### src/sv/assert_macros.svh
`ifndef ASSERT_MACROS_SVH
`define ASSERT_MACROS_SVH

// property checked on the rising clock edge, ignored while reset is asserted
`define SMF_ASSERT(lbl, prop, msg) \
	lbl: assert property (@(posedge clk) disable iff (!arst_n) (prop)) else $error(msg);

// implication whose consequent is checked in the cycle after the condition, ignored while reset is asserted
`define SMF_ASSERT_NEXT(lbl, cond, prop, msg) \
	lbl: assert property (@(posedge clk) disable iff (!arst_n) (cond) |=> (prop)) \
		else $error(msg);

`endif

### src/sv/smf_pkg.sv
package smf_pkg;

	// sample width on both sides
	localparam int DATA_W = 16;

	// flags that a cell hands to its right neighbor
	typedef struct packed {
		logic cmp;  // stored value greater than the incoming sample
		logic rem;  // oldest entry sits at this cell or further left
	} smf_flag_t;

endpackage

### src/sv/sliding_median_filter.sv
// running median over the last WINDOW samples, kept as a sorted chain of cells
// result word is registered and offered in the cycle after its sample word is taken
// throughput: one word per cycle while results are taken; each cell updates from its neighbors in one step
// the output register lets a new sample in while the last result is taken
// reset (arst_n low, asynchronous): window holds zeros, output register empty
`include "assert_macros.svh"

module sliding_median_filter #(
	parameter int WINDOW = 3
) (
	input  logic                      clk,
	input  logic                      arst_n,
	input  logic                      s_tvalid,
	output logic                      s_tready,
	input  logic [smf_pkg::DATA_W-1:0] s_tdata,  // [15:0] sample
	output logic                      m_tvalid,
	input  logic                      m_tready,
	output logic [smf_pkg::DATA_W-1:0] m_tdata   // [15:0] median
);
	import smf_pkg::*;

	localparam int AGE_W = (WINDOW > 1) ? $clog2(WINDOW) : 1;
	localparam int MID   = WINDOW / 2;

	logic [DATA_W-1:0] val_w [WINDOW];
	logic [DATA_W-1:0] nxt_w [WINDOW];
	logic [AGE_W-1:0]  age_w [WINDOW];
	smf_flag_t         flag_w [WINDOW];
	logic [WINDOW-1:0] del_vec;
	logic [WINDOW-1:0] order_ok;

	logic              in_fire;
	logic              m_tvalid_q;
	logic [DATA_W-1:0] median_q;

	assign in_fire  = s_tvalid & s_tready;
	assign s_tready = !m_tvalid_q || m_tready;

	// chain of sorted cells
	for (genvar i = 0; i < WINDOW; i++) begin : g_cell
		logic [DATA_W-1:0] lval;
		logic [AGE_W-1:0]  lage;
		smf_flag_t         lflag;
		logic [DATA_W-1:0] rval;
		logic [AGE_W-1:0]  rage;
		logic              rcmp;

		if (i == 0) begin : g_left_end
			assign lval  = '0;
			assign lage  = '0;
			assign lflag = '{cmp: 1'b0, rem: 1'b0};
		end else begin : g_left
			assign lval  = val_w[i-1];
			assign lage  = age_w[i-1];
			assign lflag = flag_w[i-1];
		end

		if (i == WINDOW - 1) begin : g_right_end
			assign rval = '0;
			assign rage = '0;
			assign rcmp = 1'b1;
		end else begin : g_right
			assign rval = val_w[i+1];
			assign rage = age_w[i+1];
			assign rcmp = flag_w[i+1].cmp;
		end

		smf_cell #(
			.WINDOW (WINDOW),
			.INDEX  (i),
			.AGE_W  (AGE_W)
		) u_cell (
			.clk       (clk),
			.arst_n    (arst_n),
			.load      (in_fire),
			.x         (s_tdata),
			.left_val  (lval),
			.left_age  (lage),
			.left_flag (lflag),
			.right_val (rval),
			.right_age (rage),
			.right_cmp (rcmp),
			.val       (val_w[i]),
			.age       (age_w[i]),
			.flag      (flag_w[i]),
			.nxt_val   (nxt_w[i])
		);

		// checking taps: oldest marker and ascending order
		assign del_vec[i] = age_w[i] == AGE_W'(WINDOW - 1);
		if (i == 0) begin : g_ord_end
			assign order_ok[i] = 1'b1;
		end else begin : g_ord
			assign order_ok[i] = val_w[i-1] <= val_w[i];
		end
	end

	// output register
	always_ff @(posedge clk or negedge arst_n) begin
		if (!arst_n) begin
			m_tvalid_q <= 1'b0;
		end else if (in_fire) begin
			m_tvalid_q <= 1'b1;
		end else if (m_tready) begin
			m_tvalid_q <= 1'b0;
		end
	end

	always_ff @(posedge clk) begin
		if (in_fire) begin
			median_q <= nxt_w[MID];
		end
	end

	assign m_tvalid = m_tvalid_q;
	assign m_tdata  = median_q;

	`SMF_ASSERT(a_one_oldest, $onehot(del_vec), "window must have exactly one oldest entry")
	`SMF_ASSERT(a_sorted, &order_ok, "cell chain lost ascending order")
	`SMF_ASSERT_NEXT(a_result, in_fire, m_tvalid, "accepted word gave no result word")

endmodule

### src/sv/smf_cell.sv
module smf_cell #(
	parameter int WINDOW = 3,
	parameter int INDEX  = 0,
	parameter int AGE_W  = 2
) (
	input  logic                      clk,
	input  logic                      arst_n,
	input  logic                      load,
	input  logic [smf_pkg::DATA_W-1:0] x,
	input  logic [smf_pkg::DATA_W-1:0] left_val,
	input  logic [AGE_W-1:0]          left_age,
	input  smf_pkg::smf_flag_t        left_flag,
	input  logic [smf_pkg::DATA_W-1:0] right_val,
	input  logic [AGE_W-1:0]          right_age,
	input  logic                      right_cmp,
	output logic [smf_pkg::DATA_W-1:0] val,
	output logic [AGE_W-1:0]          age,
	output smf_pkg::smf_flag_t        flag,
	output logic [smf_pkg::DATA_W-1:0] nxt_val
);
	import smf_pkg::*;

	localparam logic [AGE_W-1:0] AGE_LAST = AGE_W'(WINDOW - 1);
	localparam logic [AGE_W-1:0] AGE_INIT = AGE_W'(INDEX);

	logic [DATA_W-1:0] val_q;
	logic [AGE_W-1:0]  age_q;
	logic [AGE_W-1:0]  nxt_age;
	logic              cmp;
	logic              del;
	logic              at_or_right;

	// local compare and removal detection
	assign cmp         = val_q > x;
	assign del         = age_q == AGE_LAST;
	assign at_or_right = left_flag.rem | del;

	// pick from right neighbor, self, left neighbor or the new sample
	always_comb begin
		if (at_or_right) begin
			if (!right_cmp) begin
				nxt_val = right_val;
				nxt_age = right_age + AGE_W'(1);
			end else if (left_flag.rem ? cmp : left_flag.cmp) begin
				nxt_val = left_flag.rem ? val_q : left_val;
				nxt_age = (left_flag.rem ? age_q : left_age) + AGE_W'(1);
			end else begin
				nxt_val = x;
				nxt_age = '0;
			end
		end else begin
			if (!cmp) begin
				nxt_val = val_q;
				nxt_age = age_q + AGE_W'(1);
			end else if (left_flag.cmp) begin
				nxt_val = left_val;
				nxt_age = left_age + AGE_W'(1);
			end else begin
				nxt_val = x;
				nxt_age = '0;
			end
		end
	end

	// cell storage, window starts as zeros with distinct ages
	always_ff @(posedge clk or negedge arst_n) begin
		if (!arst_n) begin
			val_q <= '0;
			age_q <= AGE_INIT;
		end else if (load) begin
			val_q <= nxt_val;
			age_q <= nxt_age;
		end
	end

	assign val  = val_q;
	assign age  = age_q;
	assign flag = '{cmp: cmp, rem: at_or_right};

endmodule

### config.mk
export PLATFORM = sky130hd
export DESIGN_NAME = sliding_median_filter
export DESIGN_NICKNAME = d
export VERILOG_FILES = /design/src/sv/smf_pkg.sv /design/src/sv/sliding_median_filter.sv /design/src/sv/smf_cell.sv
export VERILOG_INCLUDE_DIRS = /design/src /design/src/sv
export SDC_FILE = /design/constraint.sdc
export NUM_CORES = 1
export LEC_CHECK = 0
export BUFFER_PORTS_ARGS = -buffer_cell sky130_fd_sc_hd__buf_2
export CAP_MARGIN = 10
export CORE_MARGIN = 2
export CORE_UTILIZATION = 62
export CTS_BUF_LIST = sky130_fd_sc_hd__clkbuf_2
export DETAILED_ROUTE_END_ITERATION = 16
export PLACE_DENSITY = 0.82
export RECOVER_POWER = 25
export SYNTH_ARGS = -nofsm -noshare
export SYNTH_HDL_FRONTEND = slang
export SYNTH_SLANG_ARGS = --single-unit
export TNS_END_PERCENT = 1
### constraint.sdc
create_clock -name clk -period 3.1 [get_ports clk]
set_input_delay 0.155 -clock clk [delete_from_list [all_inputs] [get_ports clk]]
set_output_delay 0.155 -clock clk [all_outputs]
set_load 0.05 [all_outputs]
==> results of run 1 <==
## timing repair
item | CTS | global route
endpoints found under the hold margin | 59 | 0
resized for setup | 0 | 2
setup endpoints to repair | 0 | 33
hold buffers | 19 | 0
## metal layers
layer	part of all wire	global-route usage	wire length, um
met5	0	0	0
met4	0.029	0.162	409
met3	0.077	0.0594	1090
met2	0.47	0.526	6710
met1	0.42	0.459	5970
## Yosys cell counts, drive strengths merged, types with 5 or more instances
cell type and n:
buf 14, edfxtp 16, nand4 10, a21oi 67
clkbuf 12, a22o 12, ha 51, o221ai 30
o21ai 21, mux2i 35, dfrtp 53, inv 26
nand2 44, mux2 16, a22oi 5, nor2 50
## logic make-up after synthesis
logic type	after synthesis	share of synthesized area
AO/OA/AOI/OAI	168	0.232
XOR/XNOR	3	0.00520
adder cells (fa/ha/maj)	51	0.126
buffers and inverters	53	0.0460
flip-flops	71	0.368
multiplexers	51	0.105
AND/OR/NAND/NOR	129	0.118
## state kept, by name (all words and copies together), names as in the netlist
register and count:
g_cell.u_cell.val 48, m_tdata 16, g_cell.u_cell.age 6, m_tvalid 1
## how the worst max path moves through the flow
stage                                     endpoint  slack [ns]                startpoint
after CTS                 g_cell[1].u_cell.val[10]        0.04  g_cell[2].u_cell.val[13]
after floorplan                        m_tdata[15]        0.41  g_cell[0].u_cell.val[15]
after detailed placement  g_cell[1].u_cell.val[15]        0.10  g_cell[2].u_cell.val[13]
final                     g_cell[1].u_cell.val[10]        0.09  g_cell[1].u_cell.val[14]
after global routing       g_cell[1].u_cell.val[4]      0.0004  g_cell[1].u_cell.val[14]
after global placement                  m_tdata[4]        0.11               s_tdata[13]
## cell type report
| class | instances | share of cell area |
|---|---|---|
| Sequential cell | 71 | 0.322 |
| Timing Repair Buffer | 78 | 0.0994 |
| Clock inverter | 7 | 0.0152 |
| Tap cell | 102 | 0.0221 |
| Inverter | 27 | 0.0175 |
| Multi-Input combinational cell | 402 | 0.516 |
| Clock buffer | 9 | 0.00780 |
## critical path, stage by stage, from the launching register on
cell      delay (ns)
dfrtp_1         0.49
ha_1            0.38
nand4_2         0.18
nor4_1          0.48
a31oi_2         0.16
nor2_2          0.72
a22o_1          0.24
a21oi_1         0.06
o221ai_1        0.22
## report_power, final
group	leakage (nW)	switching, mW	total, mW	internal (mW)
Clock	0.0730	0.358	0.617	0.259
Combinational	1.74	2.57	4.26	1.69
Sequential	0.791	0.466	1.96	1.49
Total	2.61	3.39	6.84	3.45
==> results.yml, run 1 <==
yosys:
  syn-cell-area_mm2: 0.00505
  synth_top_area_share: 0.262
  async_reset_ff_frac: 0.775
  syn-mean-instance-area_um2: 9.61
  yosys_most_used_dff: "dfrtp_1"
  yosys_warnings: 0
  synthDistinctLibCells: 59
  synth_nets: 597
  synth_edf_count: 16
  ys_ff_latch: 71
  netlist_top_cells_area: "dfrtp_1, ha_1, edfxtp_1"
  syn-instance-count: 526
  synth_top_area_cell: "dfrtp_1"
  ys_seq_area_frac: 0.368
power:
  ir_drop_mv: 0.629
  power_density_mw_per_mm2: 1180
  power_mw: 6.84
  p_leak_nw: 2.61
timing:
  setup_slack_ns: 0.0931
  setup_viol: 0
  timing.final.crit_share: 0.970
  hold_viol: 0
  slew_viol_final: 29
  worst_pin_slew_ns: 1.62
  setup_tns_ns: 0
  rsz0062_at_grt: "false"
  whs_ns: 0.282
  fmax_mhz: 333
  clock_skew_ns: 0.0234
  max_slew_margin: -0.0796
  period_minus_slack_ns: 3.01
run:
  drv_cap: 1
placed_design:
  gp_congestion: 0.911
  place_area_mm2: 0.00545
  portBuffers: 37
  dp.cells: 661
  hpwl_um: 9840
  post-place-ws_ns: 0.102
cells_and_area:
  seqCellArea_mm2: 0.00186
  fill_cells: 606
  drive_gt1_frac: 0.185
  nets: 660
  final_common_cell: "a21oi_1"
  finalNonFillerCells: 696
  fin_util: 0.740
  n_antenna_cell: 0
  final_cell_area_mm2: 0.00578
  area_growth_pct: 14.3
  mostFrequentLayoutCells: "a21oi_1, dfrtp_1, ha_1, nor2_1, nand2_1"
  multiInputGateArea_mm2: 0.00298
floorplanning:
  fp.dieH_um: 94.3
  dieArea_mm2: 0.00889
  ios: 38
  core-area_mm2: 0.00781
  die_w_um: 94.3
  rows: 32
  start_util: 0.647
detailed_routing:
  drt-pass1-iter-count: 8
  wire_per_inst_um: 20.4
  vias: 4610
  postRouteAntennaNets: 0
  viasPerCell: 6.62
  dr.first_iter.drc_count: 394
  route.detailed.drc: 0
  wl_um: 14200
global_routing:
  grt_max_degree: 33
  grt_pass1_vias: 4567
  overflow: 0
  grt_antenna_before_repair: 0
  grt_pass1_wl_um: 23000
  track_usage: 0.339
setup_path:
  worst_ep_required_time_ns: 3.57
  r2r-end: "g_cell[1].u_cell.val[10]"
  rrSetupSlack_ns: 0.09
  cp.arrival_ns: 3.48
  crit_path_max_fanout: 16
  reg2reg_from: "g_cell[1].u_cell.val[14]"
  start_kind: "register"
  reg2reg_depth: 8
  worstSetupPathType: "register to register"
  cp-end-kind: "register"
run_status:
  failed_checks: "max-capacitance violations, max-slew violations"
  status: "complete, but fails checks"
clock_network:
  post_cts_buffers: 0
  clkLatencyLatePin_ns: 0.55
  root_buffer: "clkbuf_2"
  numCtsBuffers: 9
  clk_pin_slew_ns: 0.20
  clock_path_buffers: 2
  htreeDepth: 3
  cts_tree: "yes"
  cts.sinks: 71
worst_hold_path:
  whs_path_depth: 4
  min-delay-start: "m_tready"
  min_to: "m_tdata[6]"
  holdCritPathClass: "input port to register"
Note: power is estimated with default switching activity, not from simulation.
==> inputs of run 2 (changes only) <==
--- a/config.mk
+++ b/config.mk
@@ -12,6 +12,7 @@
 export CORE_UTILIZATION = 62
 export CTS_BUF_LIST = sky130_fd_sc_hd__clkbuf_2
 export DETAILED_ROUTE_END_ITERATION = 16
+export HOLD_SLACK_MARGIN = 0.15
 export PLACE_DENSITY = 0.82
 export RECOVER_POWER = 25
 export SYNTH_ARGS = -nofsm -noshare
==> constraint.sdc (replaced) <==
create_clock -name clk -period 3.6 [get_ports clk]
set_input_delay 0.18 -clock clk [delete_from_list [all_inputs] [get_ports clk]]
set_output_delay 0.18 -clock clk [all_outputs]
set_load 0.05 [all_outputs]
==> run 2 against run 1 <==
Against the previous run: the flow still finishes with violations (max-capacitance violations, max-slew violations); sequential power down 14%; clock-buffer cell count is the same; power fell by 18%; non-clock buffer count down 7; clock power down 37%; global-route usage shrank 0.94 points; cell area down 2.6%; sequential share of layout area increased by 0.86 points; maximum frequency is 10% lower; first-iteration DRC count shrank 13%; critical endpoint is now m_tdata[4]; largest cell class unchanged.
==> results.yml, run 2 (synthesis gave the netlist of run 1 again) <==
clock_network:
  post_cts_resized: 0
  numCtsBuffers: 9
  clkLatencyLatePin_ns: 0.53
  cts.sinks: 71
  post_cts_buffers: 0
  htreeDepth: 3
  clk_pin_slew_ns: 0.20
  clock_path_buffers: 2
  root_buffer: "clkbuf_2"
  cts_tree: "yes"
run:
  drv_cap: 2
power:
  ir_drop_mv: 0.465
  power_density_mw_per_mm2: 996
  power_mw: 5.60
  p_leak_nw: 2.54
worst_hold_path:
  whs_path_depth: 6
  min-delay-start: "m_tready"
  holdCritPathClass: "input port to register"
  min_to: "g_cell[0].u_cell.age[1]"
cells_and_area:
  area_growth_pct: 11.3
  largest_reg_flops: 48
  drive_gt1_frac: 0.174
  multiInputGateArea_mm2: 0.00297
  fill_cells: 591
  n_antenna_cell: 0
  nets: 653
  final_common_cell: "a21oi_1"
  seqCellArea_mm2: 0.00186
  mostFrequentLayoutCells: "a21oi_1, dfrtp_1, ha_1, nor2_1, nand2_1"
timing:
  hold_viol: 0
  rsz0062_at_grt: "false"
  max_slew_margin: -0.128
  setup_viol: 0
  clock_skew_ns: 0.0193
  timing.final.crit_share: 0.929
  slew_viol_final: 58
  period_minus_slack_ns: 3.34
  fmax_mhz: 299
  setup_slack_ns: 0.257
  worst_pin_slew_ns: 1.69
  setup_tns_ns: 0
global_routing:
  busiest_layer: "met2"
  grt_pass1_vias: 4463
  overflow: 0
  grt_use_met3: 0.0803
  grt_pass1_wl_um: 22300
  track_usage: 0.329
  met1_usage: 0.436
  grt_max_degree: 33
  grt_antenna_before_repair: 0
  use_met2: 0.527
detailed_routing:
  wire_per_inst_um: 20.1
  drt-pass1-iter-count: 5
  route.detailed.drc: 0
  postRouteAntennaNets: 0
  viasPerCell: 6.61
  dr.first_iter.drc_count: 341
  wl_um: 13900
  vias: 4546
placed_design:
  hpwl_um: 9290
  gp_congestion: 0.917
  portBuffers: 37
  post-place-ws_ns: 0.448
setup_path:
  cp-end-kind: "register"
  reg2reg_depth: 8
  start_kind: "register"
  cp.arrival_ns: 3.61
  worst_ep_required_time_ns: 3.87
  r2r-end: "m_tdata[4]"
  crit_path_max_fanout: 12
  reg2reg_from: "g_cell[2].u_cell.val[15]"
  rrSetupSlack_ns: 0.26
  worstSetupPathType: "register to register"
floorplanning:
  start_util: 0.647
  fp.dieH_um: 94.3
  die_w_um: 94.3
  dieArea_mm2: 0.00889
  core-area_mm2: 0.00781
  ios: 38
  rows: 32
run_status:
  failed_checks: "max-capacitance violations, max-slew violations"
  status: "complete, but fails checks"
[run 2: stage by stage]
step	hold WS, ns	instances	instance area [um^2]	util
2_1_floorplan	-0.116	526	5050	-
3_3_place_gp	0.261	654	5360	0.686
3_5_place_dp	0.250	654	5360	0.686
4_1_cts	0.192	688	5630	0.721
5_1_grt	0.417	688	5630	0.721
6_report	0.397	688	5630	0.721
[run 2: how the worst max path moves through the flow]
stage | from | to | slack, ns
floorplan | g_cell[0].u_cell.val[15] | m_tdata[15] | 0.91
global placement | g_cell[0].u_cell.val[15] | m_tdata[2] | 0.58
detailed placement | s_tdata[15] | g_cell[2].u_cell.val[9] | 0.45
CTS | g_cell[2].u_cell.val[15] | m_tdata[4] | 0.43
global route | g_cell[2].u_cell.val[15] | m_tdata[4] | 0.14
finish | g_cell[2].u_cell.val[15] | m_tdata[4] | 0.26
[run 2: layout make-up]
cell class,count,share of cell area
multi-input cells,402,0.528
flip-flops and latches,71,0.330
repair buffers,71,0.0858
well taps,102,0.0227
inverters,27,0.0180
clock buffers,9,0.00801
clock inverters,6,0.00689
[run 2: report_power, final]
| part | switching, mW | internal (mW) |
|---|---|---|
| Sequential | 0.390 | 1.29 |
| Combinational | 2.17 | 1.37 |
| Clock | 0.304 | 0.0840 |
[run 2: worst max-delay path: stages (launching register included)]
cell and delay, ns:
dfrtp_1 0.46, ha_1 0.33, nand4_1 0.19, nor4_1 0.52, o31ai_1 0.23, a31oi_4 0.34, nand2_2 0.29, buf_4 0.27
o21ai_0 0.44
[run 2: what timing repair did]
| item | 4_1_cts | 5_1_grt |
|---|---|---|
| hold buffers | 19 | 0 |
| setup endpoints to repair | 0 | 0 |
| hold endpoints to repair | 73 | 0 |
[run 2: per-layer routing]
layer  part of all wire  vias up
li1                   -     2097
met1               0.42     2141
met2               0.47      257
met3              0.092       51
met4              0.023        0
met5                  0        -
==> inputs of run 3 (changes only) <==
--- a/config.mk
+++ b/config.mk
@@ -8,7 +8,6 @@
 export LEC_CHECK = 0
 export BUFFER_PORTS_ARGS = -buffer_cell sky130_fd_sc_hd__buf_2
 export CAP_MARGIN = 10
-export CORE_MARGIN = 2
 export CORE_UTILIZATION = 62
 export CTS_BUF_LIST = sky130_fd_sc_hd__clkbuf_2
 export DETAILED_ROUTE_END_ITERATION = 16
==> run 3 against run 2 <==
Against the previous run: the flow still finishes with violations (max-capacitance violations, max-slew violations); cell area grew 0.22%; utilization grew 0.16 points; setup slack gained 0.15 ns; sequential share of layout area shrank 0.073 points; critical endpoint is now g_cell[2].u_cell.val[7]; critical path depth grew 2; hold slack lost 0.072 ns; flip-flop and latch count is the same; non-clock buffer count shrank 1; global-route usage grew 1.9 points; first-iteration DRC count grew 21%; clock skew grew 0.018 ns; die area shrank 4.2%; largest cell class unchanged.
==> results.yml, run 3 (synthesis gave the netlist of run 1 again) <==
run_status:
  status: "complete, but fails checks"
  failed_checks: "max-capacitance violations, max-slew violations"
clock_network:
  root_buffer: "clkbuf_2"
  clk_pin_slew_ns: 0.20
  htreeDepth: 3
  clock_path_buffers: 2
  post_cts_resized: 0
  numCtsBuffers: 9
  cts_tree: "yes"
  clkLatencyLatePin_ns: 0.56
  cts.sinks: 71
cells_and_area:
  largest_reg_flops: 48
  drive_gt1_frac: 0.172
  area_growth_pct: 11.6
  mostFrequentLayoutCells: "a21oi_1, dfrtp_1, ha_1, nor2_1, nand2_1"
  final_common_cell: "a21oi_1"
  multiInputGateArea_mm2: 0.00297
  final_cell_area_mm2: 0.00564
  n_antenna_cell: 0
  fin_util: 0.722
  nets: 652
  seqCellArea_mm2: 0.00186
  fill_cells: 593
  finalNonFillerCells: 688
power:
  internal_power_mw: 2.81
  power_mw: 5.68
  ir_drop_mv: 0.458
  combPwrFrac: 0.622
  pwr-share-clk: 0.081
  p_seq_frac: 0.297
  switching_power_mw: 2.87
  power_density_mw_per_mm2: 1010
  swShare: 0.504
  p_leak_nw: 2.55
timing:
  setup_tns_ns: 0
  period_minus_slack_ns: 3.19
  setup_slack_ns: 0.405
  setup_viol: 0
  max_slew_margin: -0.0734
  whs_ns: 0.325
  timing.final.crit_share: 0.887
  slew_viol_final: 58
  hold_viol: 0
  worst_pin_slew_ns: 1.61
  clock_skew_ns: 0.0372
  fmax_mhz: 313
  rsz0062_at_grt: "false"
setup_path:
  r2r-end: "g_cell[2].u_cell.val[7]"
  reg2reg_depth: 10
  worstSetupPathType: "register to register"
  cp-end-kind: "register"
  critPathMaxStageDelay_ns: 0.45
  worst_ep_required_time_ns: 4.08
  cp_cell_sequence: "ha_1, a21o_1, a21o_1, a221oi_1, a31oi_4, nand2_2, nor3b_4, buf_4, nor2_1, a21oi_1"
  crit_family: "compound AO/OA/AOI/OAI gates"
  cp.depth: 10
  start_kind: "register"
  startpoint: "g_cell[2].u_cell.val[13]"
  reg2reg_from: "g_cell[2].u_cell.val[13]"
  crit_top_cell: "a21o_1"
  crit_end: "g_cell[2].u_cell.val[7]"
  cp_slowest_cell: "a221oi_1"
  crit_path_max_fanout: 24
  crit_buf_inv: 1
  cp.arrival_ns: 3.67
  rrSetupSlack_ns: 0.41
placed_design:
  gp_congestion: 0.955
  portBuffers: 37
  post-place-ws_ns: 0.462
  dp.cells: 653
  place_area_mm2: 0.00535
  hpwl_um: 9400
detailed_routing:
  route.detailed.drc: 0
  wire_per_inst_um: 20.3
  drt-pass1-iter-count: 5
  postRouteAntennaNets: 0
  vias: 4590
  dr.first_iter.drc_count: 411
  wl_um: 13900
  viasPerCell: 6.67
global_routing:
  grt_pass1_wl_um: 22700
  grt_pass1_vias: 4574
  grt_antenna_before_repair: 0
  overflow: 0
  grt_max_degree: 33
  track_usage: 0.349
floorplanning:
  fp.dieH_um: 92.3
  start_util: 0.647
  ios: 38
  die_w_um: 92.3
  dieArea_mm2: 0.00852
  rows: 32
  core-area_mm2: 0.00781
worst_hold_path:
  holdCritPathClass: "input port to register"
  whs_path_depth: 6
run:
  drv_cap: 2
## run 3: cell count changes in the layout (fill, tap and decap cells not counted)
cell,previous run,this run
bufinv_16,0,1
clkbuf_2,9,11
buf_4,14,13
clkinv_4,1,0
clkinvlp_4,2,0
clkinv_1,1,2
## run 3: worst min path at each step
stage,startpoint,to
global route,m_tready,g_cell[0].u_cell.age[1]
floorplan,arst_n,g_cell[0].u_cell.age[0]
global placement,arst_n,g_cell[2].u_cell.age[0]
CTS,arst_n,g_cell[1].u_cell.val[8]
finish,m_tready,g_cell[0].u_cell.age[1]
detailed placement,arst_n,g_cell[2].u_cell.age[0]
## run 3: power groups by stage
stage | clock network, mW | logic, mW | registers (mW)
2_1_floorplan | 0 | 2.35 | 1.90
3_3_place_gp | 0 | 3.33 | 1.67
4_1_cts | 0.457 | 3.47 | 1.67
3_5_place_dp | 0 | 3.44 | 1.69
5_1_grt | 0.495 | 3.83 | 1.73
6_report | 0.461 | 3.53 | 1.69
## run 3: worst reg2reg max path, stage by stage (launching register included)
cell and delay, ns:
dfrtp_1 0.44, ha_1 0.32, a21o_1 0.20, a21o_1 0.17, a221oi_1 0.45, a31oi_4 0.22, nand2_2 0.30, nor3b_4 0.43
buf_4 0.39, nor2_1 0.09, a21oi_1 0.13
## run 3: timing repair
action	4_1_cts	5_1_grt
hold buffers	19	0
setup buffers	0	0
hold endpoints to repair	73	0
## run 3: area by class of cell
class | instances | area share
clock buffer | 11 | 0.00976
clock inverter | 5 | 0.00865
inverter | 27 | 0.0180
multi-input combinational | 402 | 0.527
sequential | 71 | 0.330
tap | 102 | 0.0226
timing repair buffer | 70 | 0.0843
## run 3: per-layer routing
layer  global-route usage  wire [um]
met5                    0          0
met4                0.135        401
met3               0.0772       1260
met2                0.558       6460
met1                0.463       5830
